File: config.mk
export PLATFORM = sky130hd
export DESIGN_NAME = mwe_ram
export DESIGN_NICKNAME = d
export VERILOG_FILES = /design/src/hdl/mwe_ram.sv
export SDC_FILE = /design/constraint.sdc
export NUM_CORES = 2
export LEC_CHECK = 0
export BUFFER_PORTS_ARGS = -buffer_cell sky130_fd_sc_hd__buf_2
export CAP_MARGIN = 30
export CORE_UTILIZATION = 35
export DETAILED_ROUTE_END_ITERATION = 8
export HOLD_SLACK_MARGIN = 0.03
export PLACE_DENSITY = 0.49
export SLEW_MARGIN = 10
export SYNTH_ARGS = -nofsm -noshare
export SYNTH_HDL_FRONTEND = slang
export SYNTH_SLANG_ARGS = --single-unit
File: constraint.sdc
create_clock -name clk -period 11.9 [get_ports clk]
set_input_delay 2.38 -clock clk [delete_from_list [all_inputs] [get_ports clk]]
set_output_delay 2.38 -clock clk [all_outputs]
set_load 0.01 [all_outputs]
File: src/hdl/mwe_ram.sv
// Generic single-port-write, single-port-read RAM with registered read data.
`default_nettype none

module mwe_ram #(
  parameter int WIDTH = 32,
  parameter int DEPTH = 64
) (
  input  logic                     clk,
  input  logic                     we,
  input  logic [$clog2(DEPTH)-1:0] waddr,
  input  logic [WIDTH-1:0]         wdata,
  input  logic [$clog2(DEPTH)-1:0] raddr,
  output logic [WIDTH-1:0]         rdata
);

  logic [WIDTH-1:0] mem [DEPTH];

  always_ff @(posedge clk) begin
    if (we) begin
      mem[waddr] <= wdata;
    end
    rdata <= mem[raddr];
  end

endmodule

`default_nettype wire
After elaboration in Yosys (flattened, before gate mapping) --
Memories as Yosys holds them, arrays and structs flattened. A register that Yosys moved wholly into a read port is not among the register bits. Index checks and enable logic that the tools add are counted.
Cells by class: mux-type cells 2
Operators by type and width (number):
- $mux 1 | 2
Storage, ports and cells: register bits 0, RAM bits 2048, bits of input ports 46, memories 1
Memory list:
- mem | words 64, width 32, rd ports 1, clocked after memory_dff 1, write ports 1, RTL line 16 | logic [WIDTH-1:0] mem [DEPTH];

Logic depth before layout (Yosys ltp) --
depth in word-level cells 2, gate-level depth with buffers 10, gate-level depth less buffers 5

Worst setup path after synthesis --
No wires, ideal clock.
path kind input to register, from input port waddr[3], to memory mem[48][0], enable pin, library setup time 0.461 ns, data arrival time 5.079 ns, data required time 11.439 ns, slack 6.360 ns, stages on the path 4, cell sequence clkbuf_1 nor2b_1 nand4b_1 nor3_1
RTL lines:
- start, declared | RTL line 10 | input logic [$clog2(DEPTH)-1:0] waddr,
- end, declared | RTL line 16
Straight into the memory's write port.

==> flow_summary.yaml <==
floorplan:
  core-area_um2: 222500
  placementRows: 173
  start_util_pct: 35.28
  ios: 78
  die_w_um: 475.6
  die_h_um: 475.6
  die-area_um2: 226200
grt:
  grt_antenna_before_repair: 32
  gr-usage-all-layers_pct: 19.03
  grt_pass1_wl_um: 297800
  grt_max_degree: 134
  first_global_vias: 37370
  grt_overflow: 0
setup_path:
  crit_start: "raddr[0]"
  worstPathMaxFanout: 85
  reg2reg_slack_ns: 9.67
  start_kind: "primary input"
  worstSetupPathType: "in2reg"
  arrival_ns: 6.09
  timing.rr.start: "mem[33][10]$_DFFE_PP_"
  end_kind: "register"
  required_ns: 12.57
  r2r_cells: 5
place:
  dpl.hpwl_um: 112300
  gp_congestion: 0.7387
  place_ws_ns: 5.518
  portBuffers: 77
  post_dp_cell_area_um2: 83600
  dpl.cell_count: 6327
pwr:
  ir_drop_uv: 147.2
  p_sw_w: 0.003283
  p_leak_nw: 27.99
  clkPwrFrac_pct: 43.1
  p_seq_share_pct: 52.2
  switching_share_pct: 21.02
  comb_power_share_pct: 4.7
  p_int_w: 0.01233
  power_density_nw_per_um2: 172.1
detailed_routing:
  routed_wl_um: 214800
  ant_nets: 0
  drt_iter0_drc: 3835
  drtPass1Iterations: 5
  wire_per_inst_um: 31.85
  via_per_inst: 5.380
  drc: 0
  vias: 36280
sta:
  worstMarginPinSlew_ns: 1.140
  finalSetupViolations: 0
  timing.final.crit_share_pct: 45.53
  tns_ns: 0
  fmax_ghz: 0.1846
  fin_skew_ns: 0.02804
  setup_ws_ns: 6.482
  post-route-min-period_ns: 5.418
  slew_headroom_pct: 24.03
  finalHoldViolations: 0
  report.final.slew_viol_count: 0
  grt_setup_unrepaired: "no"
cts:
  cts_setup_buffers: 0
  cts_buffer_depth: 3
  cts_root_buffer: "clkbuf_16"
  htree_levels: 4
  cts_buffers: 215
  cts_tree: "done"
  clock_latency_ns: 0.84
  cts_resized: 0
  cts_sinks: 2080
  clkTransAtPathRegs_ns: 0.06
  postCtsHoldBufs: 0
logic_synthesis:
  ys_ff_latch: 2080
  syn_nets: 3370
  ys_warn_count: 0
  synth_edf_count: 2048
  ys.flop_type: "edfxtp_1"
  synth_seq_area_share_pct: 79.14
  netlist_area_um2: 78520
  synthArstFlopShare_pct: 0
  ys_types: 34
  avgSynthCellArea_um2: 23.62
  syn-instance-count: 3324
finish:
  syn_to_final_growth_pct: 15.58
  multiInputGateArea_um2: 15970
  seq_area_um2: 62140
  fin_cells: 6744
  fill_cells: 19550
  drive_above_1_share_pct: 30.41
  utilization_pct: 40.78
  stdcell_area_um2: 90750
  nets: 3617
min_path:
  min-delay-start: "mem[13][8]$_DFFE_PP_"
  hold_class: "reg2reg"
  worstHoldPathCells: 4
run:
  maxCapViolations: 0
status:
  status: "finished, final reports clean"
==> sequential cells by signal (all words and copies together) (netlist names) <==
| register | cells |
|---|---|
| mem | 2048 |
| rdata | 32 |
==> cell usage in the layout, fill, tap and decap left out, types with 7 or more instances in the layout <==
cell type	netlist	final
a21oi_1	62	62
a22oi_1	12	12
a311oi_1	8	8
buf_12	0	26
buf_2	57	74
buf_4	25	105
bufinv_16	0	18
clkbuf_1	74	60
clkbuf_16	0	220
clkbuf_8	0	27
clkinv_1	0	31
clkinv_2	0	40
dfxtp_1	32	32
diode_2	0	7
edfxtp_1	2048	2048
mux2i_1	93	93
mux4_2	544	544
nand2_1	26	25
nand2b_1	8	7
nor2_1	137	75
nor2_4	0	62
nor2b_1	15	15
o221ai_1	27	27
o22ai_1	84	84
==> power groups by stage <==
stage | clock network (W) | registers, W | logic, W
finish | 0.00673 | 0.00815 | 0.000741
floorplan | 0 | 0.00829 | 0.000394
CTS | 0.00686 | 0.00815 | 0.000760
global placement | 0 | 0.00831 | 0.000735
global route | 0.00712 | 0.00815 | 0.000790
detailed placement | 0 | 0.00830 | 0.000759
==> worst max-delay path: stages <==
cell and delay, ns:
buf_8 0.44, buf_12 0.62, buf_4 0.73, mux4_2 0.61
mux2i_1 0.14, a21oi_1 0.14, a21oi_1 0.75, nor2_1 0.09
==> routing by layer <==
metal	GRT usage [%]	share of wire (%)	wire (um)	vias up
met5	0	0.033	70	-
met4	5.284	2.5	5349	12
met3	3.305	5.5	11860	308
met2	30.88	49	104200	1060
met1	26.35	43	93280	20090
li1	-	-	-	14810
==> per-stage QoR <==
stage               hold WS, ns  power, W
floorplan                0.6632  0.008682
global placement         0.7781  0.009042
detailed placement       0.8062  0.009062
CTS                      0.8217   0.01577
global route             0.8828   0.01606
finish                   0.8246   0.01562
==> layout make-up <==
| class | count | area share, % |
|---|---|---|
| timing repair buffer | 212 | 1.990 |
| clock buffer | 307 | 6.724 |
| sequential | 2080 | 68.47 |
| tap | 2975 | 4.102 |
| antenna | 7 | 0.01930 |
| multi-input combinational | 1062 | 17.60 |
| clock inverter | 101 | 1.092 |
==> cells in the mapped netlist, types with 12 or more instances <==
cell	count	area share [%]
mux2i_1	93	1.2
edfxtp_1	2048	78
o22ai_1	84	0.67
o221ai_1	27	0.30
nand2_1	26	0.12
clkbuf_1	74	0.35
buf_4	25	0.24
a21oi_1	62	0.40
a22oi_1	12	0.11
buf_2	57	0.36
buf_1	21	0.10
mux4_2	544	16
nor2_1	137	0.65
nor2b_1	15	0.12
dfxtp_1	32	0.82
==> cells by family (layout without fill, tap and decap cells) <==
logic type             count (synthesis)  count (layout)  share of synthesized area, %
DFF                                 2080            2080                         79.14
muxes                                637             637                         16.79
and+or+nand+nor                      223             223                         1.265
AOI/OAI and AO/OA                    202             202                         1.673
buffers and inverters                182             620                         1.128
other                                  0               7                             0
==> path summary, 6_finish.rpt <==
check / endpoint
worst max-delay path: rdata[3]$_DFF_P_
worst min-delay path: rdata[8]$_DFF_P_
worst max register to register: rdata[10]$_DFF_P_
worst min register to register: rdata[8]$_DFF_P_
(Power assumes the default switching activity.)
